File: config.mk
export PLATFORM = sky130hd
export DESIGN_NAME = life_grid_generation_step
export DESIGN_NICKNAME = d
export VERILOG_FILES = /design/src/rtl/lgs_pkg.sv /design/src/rtl/life_grid_generation_step.sv /design/src/rtl/lgs_row_cell.sv /design/src/rtl/lgs_rule_row.sv
export SDC_FILE = /design/constraint.sdc
export NUM_CORES = 2
export LEC_CHECK = 0
export BUFFER_PORTS_ARGS = -buffer_cell sky130_fd_sc_hd__buf_2
export CAP_MARGIN = 0
export CORE_AREA = 2 2 521 523
export DETAILED_ROUTE_END_ITERATION = 16
export DIE_AREA = 0 0 523 525
export GPL_TIMING_DRIVEN = 1
export REMOVE_ABC_BUFFERS = 1
export SETUP_SLACK_MARGIN = 0.1
export SYNTH_ARGS = -nofsm -noshare
export SYNTH_HDL_FRONTEND = slang
export SYNTH_HIERARCHICAL = 1
export SYNTH_SLANG_ARGS = --single-unit
File: constraint.sdc
create_clock -name clk -period 6.12 [get_ports clk]
set_clock_uncertainty 0.1 [all_clocks]
set_input_delay 0 -clock clk [delete_from_list [all_inputs] [get_ports clk]]
set_output_delay 0 -clock clk [all_outputs]
set_load 0.05 [all_outputs]
File: src/rtl/lgs_pkg.sv
package lgs_pkg;

    // Widths of the command and result ports.
    localparam int OP_W   = 2;
    localparam int IDX_W  = 5;
    localparam int DATA_W = 64;

    // Neighbor count width (0 to 8 live neighbors).
    localparam int CNT_W = 4;

    // B3/S23 rule constants.
    localparam logic [CNT_W-1:0] BIRTH_CNT   = 4'd3;
    localparam logic [CNT_W-1:0] SURVIVE_CNT = 4'd2;

    // Command codes; the last code is taken and has no effect.
    typedef enum logic [OP_W-1:0] {
        OP_WRITE   = 2'd0,
        OP_ADVANCE = 2'd1,
        OP_READ    = 2'd2,
        OP_NOP     = 2'd3
    } op_t;

endpackage

File: src/rtl/life_grid_generation_step.sv
// Life grid of ROWS by COLS cells (B3/S23, cells beyond the edges are dead), held as a
// chain of row cells. A command is taken when start is high and busy is low. Write,
// advance and read each rotate the whole chain once through a single rule stage, one
// row per cycle, so busy stays high for ROWS cycles after the accepting edge and a new
// command can be taken ROWS+1 cycles after the previous one (33 at the default size).
// The rotation through the rule stage sets that figure. A read answers with done high
// for exactly one cycle, the first cycle in which busy is low again, with read_row valid
// in that cycle; the receiver cannot stall it, so it must take the transaction when done
// is high. Rows at or beyond ROWS read as zero and ignore writes; bits at or above COLS
// read as zero. Operation code 3 is accepted and does nothing. After reset all cells are
// dead.
module life_grid_generation_step #(
    parameter int ROWS = 32,
    parameter int COLS = 64
) (
    input  logic                        clk,
    input  logic                        rst_n,
    input  logic                        start,
    output logic                        busy,
    input  logic [lgs_pkg::OP_W-1:0]    operation,
    input  logic [lgs_pkg::IDX_W-1:0]   row_index,
    input  logic [lgs_pkg::DATA_W-1:0]  loaded_row,
    output logic                        done,
    output logic [lgs_pkg::DATA_W-1:0]  read_row
);

    localparam int STEP_W = $clog2(ROWS);
    localparam int CMP_W  = (STEP_W > lgs_pkg::IDX_W) ? STEP_W : lgs_pkg::IDX_W;
    localparam logic [STEP_W-1:0] LAST_STEP = STEP_W'(ROWS - 1);

    typedef enum logic [1:0] {
        ST_IDLE  = 2'b01,
        ST_SWEEP = 2'b10
    } state_t;

    state_t                      state_reg, state_next;
    logic [STEP_W-1:0]           step_reg, step_next;
    lgs_pkg::op_t                op_reg, op_next;
    logic [lgs_pkg::IDX_W-1:0]   idx_reg, idx_next;
    logic [COLS-1:0]             data_reg, data_next;
    logic [COLS-1:0]             prev_reg, prev_next;
    logic [COLS-1:0]             rd_reg, rd_next;
    logic                        done_reg, done_next;

    logic                        accept;
    logic                        shift_en;
    logic                        first_step;
    logic                        last_step;
    logic                        hit;
    logic [COLS-1:0]             row_q [ROWS];
    logic [COLS-1:0]             above_row;
    logic [COLS-1:0]             below_row;
    logic [COLS-1:0]             rule_row;
    logic [COLS-1:0]             tail_row;

    assign accept     = start && (state_reg == ST_IDLE);
    assign shift_en   = (state_reg == ST_SWEEP);
    assign first_step = (step_reg == '0);
    assign last_step  = (step_reg == LAST_STEP);
    assign hit        = (CMP_W'(idx_reg) == CMP_W'(step_reg));

    // Chain of row cells; the head holds the row being processed, the tail takes
    // the processed row so that a full rotation puts every row back in place.
    for (genvar k = 0; k < ROWS; k++)
    begin : g_cell
        logic [COLS-1:0] d_in;
        if (k == ROWS - 1)
        begin : g_tail
            assign d_in = tail_row;
        end
        else
        begin : g_link
            assign d_in = row_q[k+1];
        end
        lgs_row_cell #(
            .COLS (COLS)
        ) u_cell (
            .clk      (clk),
            .rst_n    (rst_n),
            .shift_en (shift_en),
            .d_in     (d_in),
            .q        (row_q[k])
        );
    end

    // Three-row window: the old row above is kept in prev_reg, the row below is
    // still unprocessed in the next cell.
    assign above_row = first_step ? '0 : prev_reg;
    assign below_row = last_step  ? '0 : row_q[1];

    lgs_rule_row #(
        .COLS (COLS)
    ) u_rule (
        .above (above_row),
        .cur   (row_q[0]),
        .below (below_row),
        .nxt   (rule_row)
    );

    // Value written back at the tail, chosen by the command.
    always_comb
    begin
        unique case (op_reg)
            lgs_pkg::OP_ADVANCE: tail_row = rule_row;
            lgs_pkg::OP_WRITE:   tail_row = hit ? data_reg : row_q[0];
            default:             tail_row = row_q[0];
        endcase
    end

    // Sequencer: take a command, then sweep ROWS rows through the chain.
    always_comb
    begin
        state_next = state_reg;
        step_next  = step_reg;
        op_next    = op_reg;
        idx_next   = idx_reg;
        data_next  = data_reg;
        prev_next  = prev_reg;
        rd_next    = rd_reg;
        done_next  = 1'b0;
        unique case (state_reg)
            ST_IDLE:
            begin
                if (accept && (operation != lgs_pkg::OP_NOP))
                begin
                    state_next = ST_SWEEP;
                    step_next  = '0;
                    op_next    = lgs_pkg::op_t'(operation);
                    idx_next   = row_index;
                    data_next  = loaded_row[COLS-1:0];
                    rd_next    = '0;
                end
            end
            ST_SWEEP:
            begin
                prev_next = row_q[0];
                if ((op_reg == lgs_pkg::OP_READ) && hit)
                begin
                    rd_next = row_q[0];
                end
                if (last_step)
                begin
                    state_next = ST_IDLE;
                    step_next  = '0;
                    done_next  = (op_reg == lgs_pkg::OP_READ);
                end
                else
                begin
                    step_next = step_reg + 1'b1;
                end
            end
            default:
            begin
                state_next = ST_IDLE;
                step_next  = '0;
            end
        endcase
    end

    // Control registers.
    always_ff @(posedge clk or negedge rst_n)
    begin
        if (!rst_n)
        begin
            state_reg <= ST_IDLE;
            step_reg  <= '0;
            op_reg    <= lgs_pkg::OP_WRITE;
            done_reg  <= 1'b0;
        end
        else
        begin
            state_reg <= state_next;
            step_reg  <= step_next;
            op_reg    <= op_next;
            done_reg  <= done_next;
        end
    end

    // Payload registers.
    always_ff @(posedge clk)
    begin
        idx_reg  <= idx_next;
        data_reg <= data_next;
        prev_reg <= prev_next;
        rd_reg   <= rd_next;
    end

    assign busy     = (state_reg == ST_SWEEP);
    assign done     = done_reg;
    assign read_row = lgs_pkg::DATA_W'(rd_reg);

    // A result transaction only follows the end of a sweep.
    a_done_after_sweep : assert property (@(posedge clk) disable iff (!rst_n)
        done_reg |-> $past(state_reg == ST_SWEEP))
        else $error("done without a preceding sweep");

    // The step counter rests at zero between commands.
    a_step_idle : assert property (@(posedge clk) disable iff (!rst_n)
        (state_reg == ST_IDLE) |-> (step_reg == '0))
        else $error("step counter not at zero while idle");

    // An accepted read starts a sweep.
    a_read_starts : assert property (@(posedge clk) disable iff (!rst_n)
        (accept && (operation == lgs_pkg::OP_READ)) |=> busy)
        else $error("accepted read did not start a sweep");

    // No result while the chain is still rotating.
    a_no_done_busy : assert property (@(posedge clk) disable iff (!rst_n)
        done_reg |-> !busy)
        else $error("done raised during a sweep");

endmodule

File: src/rtl/lgs_row_cell.sv
module lgs_row_cell #(
    parameter int COLS = 64
) (
    input  logic            clk,
    input  logic            rst_n,
    input  logic            shift_en,
    input  logic [COLS-1:0] d_in,
    output logic [COLS-1:0] q
);

    logic [COLS-1:0] row_reg;

    // One grid row; it takes its neighbor's row whenever the chain shifts.
    always_ff @(posedge clk or negedge rst_n)
    begin
        if (!rst_n)
        begin
            row_reg <= '0;
        end
        else if (shift_en)
        begin
            row_reg <= d_in;
        end
    end

    assign q = row_reg;

endmodule

File: src/rtl/lgs_rule_row.sv
module lgs_rule_row #(
    parameter int COLS = 64
) (
    input  logic [COLS-1:0] above,
    input  logic [COLS-1:0] cur,
    input  logic [COLS-1:0] below,
    output logic [COLS-1:0] nxt
);

    // Pad each row with a dead cell on both sides so edge columns see dead neighbors.
    logic [COLS+1:0] above_pad;
    logic [COLS+1:0] cur_pad;
    logic [COLS+1:0] below_pad;

    assign above_pad = {1'b0, above, 1'b0};
    assign cur_pad   = {1'b0, cur, 1'b0};
    assign below_pad = {1'b0, below, 1'b0};

    // One independent lane per column: count the eight neighbors and apply B3/S23.
    always_comb
    begin
        logic [lgs_pkg::CNT_W-1:0] cnt;
        nxt = '0;
        for (int j = 0; j < COLS; j++)
        begin
            cnt = lgs_pkg::CNT_W'(above_pad[j]) + lgs_pkg::CNT_W'(above_pad[j+1])
                + lgs_pkg::CNT_W'(above_pad[j+2]) + lgs_pkg::CNT_W'(cur_pad[j])
                + lgs_pkg::CNT_W'(cur_pad[j+2]) + lgs_pkg::CNT_W'(below_pad[j])
                + lgs_pkg::CNT_W'(below_pad[j+1]) + lgs_pkg::CNT_W'(below_pad[j+2]);
            nxt[j] = (cnt == lgs_pkg::BIRTH_CNT)
                  || (cur[j] && (cnt == lgs_pkg::SURVIVE_CNT));
        end
    end

endmodule
Word-level counts from Yosys, hierarchy flattened
Index checks and enable logic that the tools add are counted.

Output and inout bits: 66. Register bits: 2255. Logic and storage cells: 772.

Reduce and logical (&&, ||, !) cells: 137. Add/subtract/negate cells: 442. Mux-type cells: 15. Eq/ne operators: 138.

Operator list (number): adder 4 x 1 -> 4 bit (378); == test 4 x 2 -> 1 bit (second input constant) (128); two-way mux 64 bit (5); one-hot mux 64 bit (2 select lines) (2); adder 1 x 1 -> 2 bit (63); logical AND 1 bit (67); logical OR 1 bit (64); two-way mux 5 bit (2); one-hot mux 5 bit (2 select lines) (1); inequality test 2 x 1 -> 1 bit (second input constant) (3); adder 5 x 1 -> 5 bit (second input constant) (1); == test 5 bit (1); == test 5 bit (second input constant) (1); logical NOT 5 bit (1); == test 2 x 1 -> 1 bit (second input constant) (2); == test 2 bit (second input constant) (2); two-way mux 2 bit (2); one-hot mux 2 bit (2 select lines) (1); AND reduction 2 bit (2); AND reduction 3 bit (1); logical NOT 2 bit (1); two-way mux 1 bit (2); inequality test 2 bit (second input constant) (1); nonzero test 2 bit (1).

Logic depth before layout (Yosys ltp)
Depth in word-level cells: 13. Depth in mapped cells: 17. Mapped depth without buffers: 17.

Modules after synthesis
The synthesis kept the hierarchy.

Modules (own cells, without submodules): lgs_row_cell (instances 32, cells each 135, sequential area each 1601.5 um^2, area each 2678.8 um^2); lgs_rule_row (instances 1, cells each 1198, sequential area each 0.0 um^2, area each 10714.0 um^2); life_grid_generation_step (instances 1, cells each 864, sequential area each 6167.2 um^2, area each 10680.2 um^2).

Worst setup path before layout
No wires, ideal clock.

Kind: register -> register. From: register state_reg[0]. To: register g_cell[0].u_cell.row_reg[10]. Setup slack: 855 ps. Buffers on the path: 3. Arrival: 5040 ps. Cell stages (with the launch flop): 7. Required time: 5895 ps. Setup time: 125 ps. Path through: dfstp_2 nand2b_1 inv_1 clkbuf_1 buf_6 buf_12 mux2_4.

Word-level cells in the longest chain between the ends: 1.

RTL lines: from (decl) (line life_grid_generation_step.sv:36) `state_t state_reg, state_next;`; from (signal assigned) (line life_grid_generation_step.sv:172) `state_reg <= state_next;`; == test 2 bit; net busy (line life_grid_generation_step.sv:19) `output logic busy,`; to (signal assigned) (line lgs_row_cell.sv:22) `row_reg <= d_in;`; to (decl) (line lgs_row_cell.sv:11) `logic [COLS-1:0] row_reg;`.

The timed path passes the listed nets, and every way through them passes these cells. A chain may end at the register's enable or synchronous reset.

Final worst setup path
From: register step_reg[1]. To: register g_cell[31].u_cell.row_reg[23].

Word-level cells in the longest chain between the ends: 13. Elaborated cells on any way between the ends: 18. Those cells by class: add/sub (7); eq/ne (4); mux (4); reduce/logical (3).

RTL lines: from (decl) (line life_grid_generation_step.sv:37) `logic [STEP_W-1:0] step_reg, step_next;`; from (signal assigned) (line life_grid_generation_step.sv:173) `step_reg <= step_next;`; logical NOT 5 bit (*) (line life_grid_generation_step.sv:58) `assign first_step = (step_reg == '0);`; two-way mux 64 bit (*) (line life_grid_generation_step.sv:88) `assign above_row = first_step ? '0 : prev_reg;`; net above_row[23] (line life_grid_generation_step.sv:51) `logic [COLS-1:0] above_row;`; adder 1 x 1 -> 2 bit (*) (line lgs_rule_row.sv:26) `cnt = lgs_pkg::CNT_W'(above_pad[j]) + lgs_pkg::CNT_W'(above_pad[j+1])`; adder 4 x 1 -> 4 bit (*) (2 in a row) (line lgs_rule_row.sv:27) `+ lgs_pkg::CNT_W'(above_pad[j+2]) + lgs_pkg::CNT_W'(cur_pad[j])`; adder 4 x 1 -> 4 bit (*) (2 in a row) (line lgs_rule_row.sv:28) `+ lgs_pkg::CNT_W'(cur_pad[j+2]) + lgs_pkg::CNT_W'(below_pad[j])`; adder 4 x 1 -> 4 bit (*) (2 in a row) (line lgs_rule_row.sv:29) `+ lgs_pkg::CNT_W'(below_pad[j+1]) + lgs_pkg::CNT_W'(below_pad[j+2]);`; == test 4 x 2 -> 1 bit (line lgs_rule_row.sv:31) `|| (cur[j] && (cnt == lgs_pkg::SURVIVE_CNT));`; logical AND 1 bit (line lgs_rule_row.sv:31); logical OR 1 bit (*) (line lgs_rule_row.sv:31); net rule_row[23] (line life_grid_generation_step.sv:53) `logic [COLS-1:0] rule_row;`; one-hot mux 64 bit (2 select lines) (*) (line life_grid_generation_step.sv:103) `unique case (op_reg)`; net g_cell[31].d_in[23] (line life_grid_generation_step.sv:66) `logic [COLS-1:0] d_in;`; to (signal assigned) (line lgs_row_cell.sv:22); to (decl) (line lgs_row_cell.sv:11).

The timed path passes the listed nets; every way through them passes the cells marked *.

==> flow_summary.json <==
{
  "grt_pass1_vias": 54900,
  "leakagePower_uw": 0.0578,
  "crit_type": "register to register",
  "grt_start_max_net_pins": 190,
  "setup-tns-final_ns": 0,
  "area_delta_synth_final_pct": 10.8,
  "initial_core_util": 0.398,
  "synth.area.mux_share": 0.283,
  "netlist_area_um2": 107000,
  "hold_ws_ns": 0.219,
  "clk_pin_slew_ns": 0.06,
  "synth_top_family_by_area": "multiplexers",
  "slew_viol_final": 0,
  "wire_per_inst_um": 18.5,
  "synth_ff_type": "dfrtp_1",
  "dp_hpwl_mm": 114,
  "critPathMaxFanout": 39,
  "pwr-share-seq": 0.425,
  "crit_path_start": "step_reg[1]",
  "io_buffers": 139,
  "worst_slew_pin_slew_ns": 1.18,
  "synthCells": 6382,
  "switching_power_uw": 11900,
  "first_pass_iters": 7,
  "max_freq_ghz": 0.196,
  "grt_pass1_wl_mm": 319,
  "crit_required_ns": 6.81,
  "finalCritPeriodShare": 0.832,
  "coreArea_um2": 269000,
  "final_common_cell": "dfrtp_1",
  "synth-seq-cells": 2255,
  "final_layout_size_suffix_gt1_frac": 0.399,
  "cts_resized": 0,
  "drt_wl_total_mm": 194,
  "yosys.area.top_type": "dfrtp_1",
  "placed_area_um2": 109000,
  "cts_buffers": 243,
  "root_buffer": "clkbuf_16",
  "largest_reg_flops": 2048,
  "die_w_um": 523,
  "clockBufferDepth": 4,
  "vias_per_cell": 4.76,
  "nNetsFinal": 7213,
  "synthSimpleGateAreaFrac": 0.0280,
  "grt_overflow_total": 0,
  "crit_path_start_kind": "register",
  "synth_area_leaders": "dfrtp_1 48%, mux2_4 27%, edfxtp_1 5.5%",
  "hold_viol": 0,
  "rsz0062_at_grt": "false",
  "route.vias.total": 49900,
  "chipHeight_um": 525,
  "cts_setup_buffers": 0,
  "combPwrFrac": 0.211,
  "synth_compound_area_frac": 0.0249,
  "swShare": 0.286,
  "worstHoldStart": "loaded_row[48]",
  "stdcell_area_um2": 119000,
  "synth_top_area_frac": 0.481,
  "num_rows": 191,
  "cts-htree-levels": 4,
  "hp-class": "input pin to register",
  "maxCapViolCount": 0,
  "antenna_found_initial": 8,
  "period_minus_slack_ns": 5.09,
  "synth_xor_xnor_area_share": 0.0000818,
  "yosys_warnings": 6,
  "reg2reg_from": "step_reg[1]",
  "synth.avg_cell_area_um2": 16.8,
  "clock_sinks": 2255,
  "ioPinCount": 140,
  "grt_usage": 0.143,
  "synth-async-reset-ratio": 0.913,
  "synth_edf_count": 197,
  "power_frac_clock": 0.364,
  "finalPower_uw": 41500,
  "p_per_area_nw_per_um2": 350,
  "mostFrequentLayoutCells": "2056 x dfrtp_1, 1920 x mux2_4, 449 x inv_1",
  "dieArea_um2": 275000,
  "antenna_left": 0,
  "cp.arrival_ns": 5.79,
  "routabilityCongestion": 0.785,
  "cts_tree": "built",
  "synth_fa_ha_area_frac": 0.0694,
  "synth_seq_area_share": 0.536,
  "internal_power_uw": 29600,
  "clk_latency_ns": 0.92,
  "outcome": "finished clean",
  "ir_drop_v": 0.000306,
  "setup_violations": 0,
  "placed_cells": 9873,
  "ys_types": 43,
  "critPathCaptureType": "register",
  "initialDrtViolationCount": 2886,
  "relSlewSlack": 0.212,
  "fin_cells": 10500,
  "drcViolationCount": 0
}
[power by group through the flow]
stage	Sequential [µW]	Clock [µW]	Combinational, µW
after floorplan	17900	0	7600
after global placement	17900	0	8580
after detailed placement	17900	0	8720
after CTS	17700	15600	8870
after global routing	17800	16300	9440
final	17600	15100	8740
[cell type report]
type | instances | area, µm²
clock inverters | 100 | 1290
fillers | 23400 | 151000
well taps | 3570 | 4470
multi-input cells | 3364 | 43500
flip-flops and latches | 2255 | 57400
clock buffers | 347 | 7010
inverters | 450 | 1700
diodes | 1 | 2.50
repair buffers | 382 | 3250
[repair_timing]
action,in CTS,in global routing
hold buffers,148,0
endpoints found under the setup margin,0,0
endpoints found under the hold margin,1678,0
[worst max-delay path: stages, from the launching register on]
cell	delay (ns)
dfrtp_1	0.42
inv_1	0.18
ha_1	0.18
nor4b_4	0.51
buf_12	0.33
nor2b_1	0.12
inv_1	0.22
fa_1	0.47
fa_1	0.59
fa_1	0.44
inv_1	0.06
ha_1	0.24
fa_1	0.43
o21ai_0	0.09
a21oi_1	0.06
o211a_1	0.23
mux2_4	0.25
[per-stage QoR]
| step | setup slack (ns) | util |
|---|---|---|
| finish | 1.03 | 0.441 |
| global route | 0.799 | 0.441 |
| CTS | 1.05 | 0.441 |
| detailed placement | 1.06 | 0.404 |
| global placement | 1.17 | 0.404 |
| floorplan | -65.22 | - |
[synthesized netlist by cell type, types with 65 or more instances]
cell and n:
buf_12 192, nand4_1 65, fa_1 252, nor2b_1 133, and2_1 65, nor2_1 139
edfxtp_1 197, mux2_4 1920, inv_1 450, ha_1 191, dfrtp_1 2057, mux2_2 129
a21oi_1 125
[kinds of logic after synthesis]
family	count (synthesis)
compound gates	325
fa+ha+maj	443
simple gates	546
mux	2049
flops	2255
xor+xnor	1
buf+inv	763
[path summary, 6_finish.rpt]
| kind | depth (start not counted) | endpoint | slack (ns) |
|---|---|---|---|
| max | 16 | g_cell[31].u_cell/q[23] | 1.03 |
| min | 3 | data_reg[48] | 0.22 |
| max reg2reg | 16 | g_cell[31].u_cell/q[23] | 1.03 |
| min reg2reg | 1 | g_cell[6].u_cell/q[0] | 0.32 |
| max in group asynchronous | 6 | g_cell[18].u_cell/q[40] | 4.09 |
| min in group asynchronous | 4 | g_cell[24].u_cell/q[60] | 0.33 |
[layer usage]
| metal | routed length (µm) | share of wire | up-vias | track usage |
|---|---|---|---|---|
| met5 | 13 | 0.000067 | - | 0 |
| met4 | 4680 | 0.024 | 2 | 0.0387 |
| met3 | 6540 | 0.034 | 311 | 0.0217 |
| met2 | 89200 | 0.46 | 667 | 0.221 |
| met1 | 93400 | 0.48 | 26200 | 0.207 |
| li1 | - | - | 22700 | - |
No activity file was read; power rests on OpenSTA's default activity.
